File: src/design/rhsv_pkg.sv
package rhsv_pkg;

	// Channel and result widths
	localparam int CHAN_W = 8;
	localparam int PIX_W  = 3 * CHAN_W;
	localparam int HUE_W  = 16;
	localparam int SAT_W  = 16;

	// Hue fraction bits (8..24); hue clamps to all ones above HUE_W
	localparam int FRAC_BITS = 16;

	// Hue divisor 6*d, d up to 255
	localparam int DIV_W = $clog2(6 * ((1 << CHAN_W) - 1) + 1);

	// One cell per quotient bit of the longer division
	localparam int NCELL = (FRAC_BITS > SAT_W) ? FRAC_BITS : SAT_W;

	localparam int OUT_W = ((HUE_W + SAT_W + CHAN_W + 7) / 8) * 8;

	// Word handed from cell to cell
	typedef struct packed {
		logic                 zero;   // max == min: hue and saturation are 0
		logic [CHAN_W-1:0]    hi;     // brightness, saturation divisor
		logic [DIV_W-1:0]     hdiv;   // 6*(max-min), hue divisor
		logic [CHAN_W-1:0]    srem;   // saturation partial remainder
		logic [SAT_W-1:0]     sbits;  // saturation dividend bits still to shift in
		logic [SAT_W-1:0]     squo;   // saturation quotient
		logic [DIV_W-1:0]     hrem;   // hue partial remainder
		logic [FRAC_BITS-1:0] hquo;   // hue quotient
	} rhsv_word_t;

	// Which divisions a cell steps
	typedef struct packed {
		logic sat_on;
		logic hue_on;
	} rhsv_step_t;

endpackage

File: src/design/rhsv_prep.sv
module rhsv_prep (
	input  logic                      clk,
	input  logic                      arst_n,
	input  logic                      in_valid,
	output logic                      in_ready,
	input  logic [rhsv_pkg::PIX_W-1:0] pixel,
	output logic                      out_valid,
	input  logic                      out_ready,
	output rhsv_pkg::rhsv_word_t      out_word
);
	import rhsv_pkg::*;

	logic [CHAN_W-1:0]        r, g, b, hi, lo, d;
	logic [DIV_W-1:0]         d6, num;
	logic [CHAN_W+SAT_W-1:0]  sdvd;
	rhsv_word_t               w;
	logic                     v_q;
	rhsv_word_t               word_q;

	always_comb begin
		r = pixel[3*CHAN_W-1:2*CHAN_W];
		g = pixel[2*CHAN_W-1:CHAN_W];
		b = pixel[CHAN_W-1:0];
		hi = (r > g) ? r : g;
		hi = (hi > b) ? hi : b;
		lo = (r < g) ? r : g;
		lo = (lo < b) ? lo : b;
		d  = hi - lo;
		d6 = (DIV_W'(d) << 2) + (DIV_W'(d) << 1);
		// sextant numerator, always in [0, 6d); modular arithmetic is exact here
		priority if (hi == r) begin
			num = (g >= b) ? (DIV_W'(g) - DIV_W'(b)) : (d6 + DIV_W'(g) - DIV_W'(b));
		end else if (hi == g) begin
			num = (DIV_W'(d) << 1) + DIV_W'(b) - DIV_W'(r);
		end else begin
			num = (DIV_W'(d) << 2) + DIV_W'(r) - DIV_W'(g);
		end
		// 65535*d; top byte is below max, so it seeds the remainder
		sdvd = {d, {SAT_W{1'b0}}} - (CHAN_W+SAT_W)'(d);

		w.zero  = (d == '0);
		w.hi    = hi;
		w.hdiv  = d6;
		w.srem  = sdvd[CHAN_W+SAT_W-1:SAT_W];
		w.sbits = sdvd[SAT_W-1:0];
		w.squo  = '0;
		w.hrem  = num;
		w.hquo  = '0;
	end

	assign in_ready  = ~v_q | out_ready;
	assign out_valid = v_q;
	assign out_word  = word_q;

	always_ff @(posedge clk or negedge arst_n) begin
		if (!arst_n) begin
			v_q <= 1'b0;
		end else if (in_ready) begin
			v_q <= in_valid;
		end
	end

	always_ff @(posedge clk) begin
		if (in_ready && in_valid) begin
			word_q <= w;
		end
	end

endmodule

File: src/design/rhsv_cell.sv
module rhsv_cell (
	input  logic                 clk,
	input  logic                 arst_n,
	input  rhsv_pkg::rhsv_step_t step,
	input  logic                 up_valid,
	output logic                 up_ready,
	input  rhsv_pkg::rhsv_word_t up_word,
	output logic                 dn_valid,
	input  logic                 dn_ready,
	output rhsv_pkg::rhsv_word_t dn_word
);
	import rhsv_pkg::*;

	logic [CHAN_W:0] st;
	logic [DIV_W:0]  ht;
	logic            sge, hge;
	rhsv_word_t      nxt;
	logic            v_q;
	rhsv_word_t      word_q;

	// one restoring-division step for each quotient
	always_comb begin
		nxt = up_word;
		st  = {up_word.srem, up_word.sbits[SAT_W-1]};
		sge = (st >= {1'b0, up_word.hi});
		ht  = {up_word.hrem, 1'b0};
		hge = (ht >= {1'b0, up_word.hdiv});
		if (step.sat_on) begin
			nxt.srem  = sge ? CHAN_W'(st - {1'b0, up_word.hi}) : st[CHAN_W-1:0];
			nxt.sbits = {up_word.sbits[SAT_W-2:0], 1'b0};
			nxt.squo  = {up_word.squo[SAT_W-2:0], sge};
		end
		if (step.hue_on) begin
			nxt.hrem = hge ? DIV_W'(ht - {1'b0, up_word.hdiv}) : ht[DIV_W-1:0];
			nxt.hquo = {up_word.hquo[FRAC_BITS-2:0], hge};
		end
	end

	assign up_ready = ~v_q | dn_ready;
	assign dn_valid = v_q;
	assign dn_word  = word_q;

	always_ff @(posedge clk or negedge arst_n) begin
		if (!arst_n) begin
			v_q <= 1'b0;
		end else if (up_ready) begin
			v_q <= up_valid;
		end
	end

	always_ff @(posedge clk) begin
		if (up_ready && up_valid) begin
			word_q <= nxt;
		end
	end

	// remainders stay below their divisors
	a_srem_bound: assert property (@(posedge clk) disable iff (!arst_n)
		v_q && !word_q.zero |-> word_q.srem < word_q.hi)
		else $error("saturation remainder not below max");

	a_hrem_bound: assert property (@(posedge clk) disable iff (!arst_n)
		v_q && !word_q.zero |-> word_q.hrem < word_q.hdiv)
		else $error("hue remainder not below 6*d");

	// a stalled beat holds until taken
	a_dn_hold: assert property (@(posedge clk) disable iff (!arst_n)
		dn_valid && !dn_ready |=> dn_valid && $stable(dn_word))
		else $error("downstream beat changed while stalled");

endmodule

File: src/design/rgb_to_hsv_pixel_converter_top.sv
// Channel   Dir  tdata bits  Fields (low bit first)
// s_*       in   [23:0]      pixel (blue 7:0, green 15:8, red 23:16)
// m_*       out  [39:0]      hue [15:0], saturation [31:16], brightness [39:32]
//
// One pixel per clock sustained while m_tready stays high; the pipeline is
// one prep stage, then one cell per quotient bit.
// Each cell does one restoring-division step for saturation and hue at once.
// arst_n clears only the valid bits of the stages; payload is not reset.
// Every stage holds its own beat and loads whenever it is empty or its
// neighbor moves on, so a stall at m_tready fills bubbles before s_tready drops.
module rgb_to_hsv_pixel_converter_top (
	input  logic                       clk,
	input  logic                       arst_n,
	input  logic                       s_tvalid,
	output logic                       s_tready,
	input  logic [rhsv_pkg::PIX_W-1:0] s_tdata,   // pixel
	output logic                       m_tvalid,
	input  logic                       m_tready,
	output logic [rhsv_pkg::OUT_W-1:0] m_tdata    // hue, saturation, brightness
);
	import rhsv_pkg::*;

	// chain links: index 0 is prep output, index NCELL is the output register
	logic       v   [NCELL+1];
	logic       rdy [NCELL+1];
	rhsv_word_t w   [NCELL+1];
	rhsv_step_t stp [NCELL];

	logic [HUE_W-1:0] hue_q;  // quotient clamped to hue width
	logic [HUE_W-1:0] hue;
	logic [SAT_W-1:0] saturation;
	rhsv_word_t       last;

	rhsv_prep u_prep (
		.clk       (clk),
		.arst_n    (arst_n),
		.in_valid  (s_tvalid),
		.in_ready  (s_tready),
		.pixel     (s_tdata),
		.out_valid (v[0]),
		.out_ready (rdy[0]),
		.out_word  (w[0])
	);

	genvar i;
	generate
		for (i = 0; i < NCELL; i++) begin : g_cell
			// the shorter division runs in the last cells of the row
			assign stp[i] = '{sat_on: (i >= NCELL - SAT_W), hue_on: (i >= NCELL - FRAC_BITS)};

			rhsv_cell u_cell (
				.clk      (clk),
				.arst_n   (arst_n),
				.step     (stp[i]),
				.up_valid (v[i]),
				.up_ready (rdy[i]),
				.up_word  (w[i]),
				.dn_valid (v[i+1]),
				.dn_ready (rdy[i+1]),
				.dn_word  (w[i+1])
			);
		end
	endgenerate

	assign rdy[NCELL] = m_tready;
	assign last       = w[NCELL];

	// hue wider than 16 bits saturates at all ones
	generate
		if (FRAC_BITS > HUE_W) begin : g_hue_clamp
			assign hue_q = (|last.hquo[FRAC_BITS-1:HUE_W]) ? '1 : last.hquo[HUE_W-1:0];
		end else begin : g_hue_ext
			assign hue_q = HUE_W'(last.hquo);
		end
	endgenerate

	// grey or black pixel: hue and saturation are zero
	assign hue        = last.zero ? '0 : hue_q;
	assign saturation = last.zero ? '0 : last.squo;

	assign m_tvalid = v[NCELL];
	assign m_tdata  = OUT_W'({last.hi, saturation, hue});

	// input backs up only when a result is waiting at the output
	a_stall_src: assert property (@(posedge clk) disable iff (!arst_n)
		!s_tready |-> m_tvalid)
		else $error("input stalled with no result pending");

	// black pixel carries no color
	a_black: assert property (@(posedge clk) disable iff (!arst_n)
		m_tvalid && last.hi == '0 |-> hue == '0 && saturation == '0)
		else $error("black pixel with nonzero hue or saturation");

	// saturation is full only when min is zero, i.e. d equals max
	a_sat_full: assert property (@(posedge clk) disable iff (!arst_n)
		m_tvalid && saturation == '1 |-> 2 * last.hdiv == 12 * DIV_W'(last.hi))
		else $error("full saturation without zero minimum");

endmodule
File: config.mk
export PLATFORM = sky130hd
export DESIGN_NAME = rgb_to_hsv_pixel_converter_top
export DESIGN_NICKNAME = d
export VERILOG_FILES = /design/src/design/rhsv_pkg.sv /design/src/design/rhsv_prep.sv /design/src/design/rhsv_cell.sv /design/src/design/rgb_to_hsv_pixel_converter_top.sv
export SDC_FILE = /design/constraint.sdc
export NUM_CORES = 2
export LEC_CHECK = 0
export BUFFER_PORTS_ARGS = -buffer_cell sky130_fd_sc_hd__buf_2
export CORE_MARGIN = 2
export CORE_UTILIZATION = 30
export CTS_BUF_LIST = sky130_fd_sc_hd__clkbuf_4 sky130_fd_sc_hd__clkbuf_8 sky130_fd_sc_hd__clkbuf_16
export DETAILED_ROUTE_END_ITERATION = 7
export PLACE_DENSITY = 0.45
export SLEW_MARGIN = 20
export SYNTH_ARGS = -nofsm -noshare
export SYNTH_HDL_FRONTEND = slang
export SYNTH_SLANG_ARGS = --single-unit
File: constraint.sdc
create_clock -name clk -period 7.1 [get_ports clk]
set_clock_uncertainty 0.05 [all_clocks]
set_input_delay 1.42 -clock clk [delete_from_list [all_inputs] [get_ports clk]]
set_output_delay 1.42 -clock clk [all_outputs]
set_load 0.01 [all_outputs]
==> results.md <==
- Status: finished, violations left
- Failing checks: negative setup slack
- Hold wc startpoint: g_cell[5].u_cell.dn_word[1]
- Die area: 167000 µm²
- Core ar.: roughly 160000 µm²
- Fin Setup TNS: -1290 ps
- FFs w/ async S/R, synth: 0.0171
- Final ANT Viol Nets: 0
- Critical R2R Capture: g_cell[11].u_cell.dn_word[25]
- Starting DRT DRC Count: 1173
- Pwr Density: around 500 nW/µm²
- # fillers: 15.9k
- Commonest non-fill, non-tap cell in the layout: edfxtp_1
- CP Buf/Inv Count: 8
- Leading cell types in the layout, fill and taps excluded: edfxtp_1 (975), inv_1 (557), ha_1 (352), o21ai_0 (299), buf_4 (268)
- Initial core utilization: 0.302
- CTS tree: built
- Die Height: 408 µm
- Mapped Cells: 3911
- Area growth syn-to-layout: 20.1%
- Port Buffers: 69
- Met2 Use GR: 0.224
- Drc violations: 0
- Worst VDD drop: slightly above 500 µV
- GRT Overall Usage: 0.116
- Flop pwr share: 0.326
- Via density: 4.39
- R2R Path Start: g_cell[10].u_cell.dn_word[55]
- Final Slew Violations: 0
- Reg clk slew, reported paths: 60 ps
- Int Power: around 19000 µW
- DPL Wire Length: approximately 73000 µm
- Initial antenna violation count: 0
- H-Tree Depth: 3
- Hold Crit Class: register to register
- Clock Latency Late Sink: 720 ps
- Cell class contributing the biggest share of worst-path delay: compound AO/OA/AOI/OAI gates
- Syn nets: 4364
- Final Hold Fails: 0
- Comb pwr share: 0.476
- Synth unique cells: 72
- Most used cell, CP: ha_4
- Vias in the first global route: 30.5k
- Net Switching: 10400 µW
- R2R setup slack: ~3200 ps
- End of the worst hold path: g_cell[6].u_cell.dn_word[2]
- Placer Congestion: just over 0.8
- CTS root buf: clkbuf_16
- Slew of the pin with the lowest slew margin: 995 ps
- Hold Path Depth: 0
- Post-layout min period: 7750 ps
- Cts hold-fix bufs: 0
- Global-route wire length before repair: 157000 µm
- Worst R2R Path Depth: 14
- Met1 Use GR: 0.126
- Largest net degree at the start of global routing: between 60 and 70
- Critical-path top delay cell: fa_1
- WL final: around 96000 µm
- Layout Nets: 4767
- Post-route setup slack: -653 ps
- WP data arrival: ~8200 ps
- I/O Pins: 70
- RSZ-0062 raised after global routing: yes
- Clk sinks: ~1000
- Crit share post-route: 1.09
- Total CTS buffers: 111
- Clock power share: 0.198
- Max cap viols: 0
- Crit path max fanout: 8
- Via count: 28.9k
- Fraction of layout cells with a size suffix above 1: 0.167
- Met3 Use GR: 0.0159
- Setup violators final: 4
- Main synth FF type: edfxtp_1
- Hold WS: 348 ps
- Number of synthesized flops with an enable pin: 975
- Area share of the largest cell type after synthesis: 0.597
- Die width: 408 µm
- CP required: 7490 ps
- Sequential area share after synthesis: 0.606
- Sw Ratio: 0.349
- CP Launch Type: input pin
- CP peak stage delay: between 500 and 600 ps
- Slew HR: 0.335
- Leakage: 0.0239 µW
- Syn avg cell area: 12.5 µm²
- Fmax: about 130 MHz
- FF+latch count, synth: 992
- Dominant cells by area after synthesis: edfxtp_1 (60%), ha_1 (9.5%), inv_1 (4.4%), o21ai_0 (3.1%), xnor2_1 (2.3%)
- GR Overflow Total: 0
- Post-synthesis cell area: 49100 µm²
- Clk buf depth: 3
- Crit Path Category: input pin to register
- Yosys warnings: 0
- Average routed wire per standard cell: 14.6 µm
- Yosys top cell by area: edfxtp_1
- Antenna diode count: 0
- Pre-antenna DRT Iters: 7
- Row cnt: 148
- GRT busiest layer: met2
- CP Capture Type: register
- Pwr Total: 29700 µW
==> power groups by stage <==
stage / clock network (µW) / registers, µW / logic, µW
CTS: 6120 / 9720 / 13800
global route: 6330 / 9890 / 15900
floorplan: 0 / 9560 / 9010
finish: 5890 / 9690 / 14100
detailed placement: 0 / 9840 / 13000
global placement: 0 / 9820 / 12900
==> routing by layer <==
metal	up-vias	share of wire
met1	13700	0.40
li1	14700	-
met5	-	0
met3	184	0.026
met2	318	0.54
met4	0	0.034
==> kinds of logic after synthesis <==
group | share of synthesized area
AO/OA/AOI/OAI | 0.0918
multiplexers | 0.0122
buffers and inverters | 0.0500
XOR/XNOR | 0.0365
AND/OR/NAND/NOR | 0.0874
flip-flops | 0.606
adder cells (fa/ha/maj) | 0.116
==> synth_stat cells (all sizes together), types with 57 or more instances <==
cell type,instances
a21oi,206
edfxtp,975
ha,374
inv,580
nand2,260
nand2b,79
nand4,61
nor2,167
nor2b,118
o21ai,309
o31ai,57
xnor2,131
xor2,69
==> through the flow <==
step,util,area [µm²],std cells,worst slack (ps)
after global placement,0.333,54100,6339,-1530
after global routing,0.362,58900,6583,-973
after CTS,0.360,58500,6572,-531
after detailed placement,0.333,54100,6339,-1650
after floorplan,-,49300,3911,-1280
final,0.362,58900,6583,-653
==> registers in the layout, indices dropped and copies added (netlist names) <==
| name | cells |
|---|---|
| u_prep.out_valid | 1 |
| g_cell.u_cell.dn_valid | 16 |
| g_cell.u_cell.dn_word | 924 |
| u_prep.out_word | 51 |
==> repair_timing <==
item | 4_1_cts | 5_1_grt
gates resized for setup | 83 | 50
buffers inserted | 26 | 12
endpoints found under the setup margin | 5 | 6
pin swaps | 54 | 30
==> layout make-up <==
| cell class | instances | area, µm² | area share |
|---|---|---|---|
| tap | 2175 | 2720 | 0.0462 |
| timing repair buffer | 351 | 2570 | 0.0437 |
| inverter | 580 | 2200 | 0.0373 |
| multi-input combinational | 2278 | 17900 | 0.304 |
| clock inverter | 75 | 862 | 0.0146 |
| clock buffer | 132 | 2970 | 0.0504 |
| sequential | 992 | 29700 | 0.504 |
==> how the worst max path moves through the flow <==
| stage | from | slack, ps | end | cells past startpoint |
|---|---|---|---|---|
| 2_1_floorplan | s_tdata[13] | -1280 | u_prep.out_word[26] | 36 |
| 3_3_place_gp | s_tdata[16] | -1530 | u_prep.out_word[26] | 39 |
| 3_5_place_dp | s_tdata[16] | -1650 | u_prep.out_word[26] | 41 |
| 4_1_cts | s_tdata[16] | -530 | u_prep.out_word[26] | 41 |
| 5_1_grt | s_tdata[16] | -970 | u_prep.out_word[26] | 41 |
| 6_report | s_tdata[13] | -650 | u_prep.out_word[26] | 39 |
Note: power is estimated with default switching activity, not from simulation.
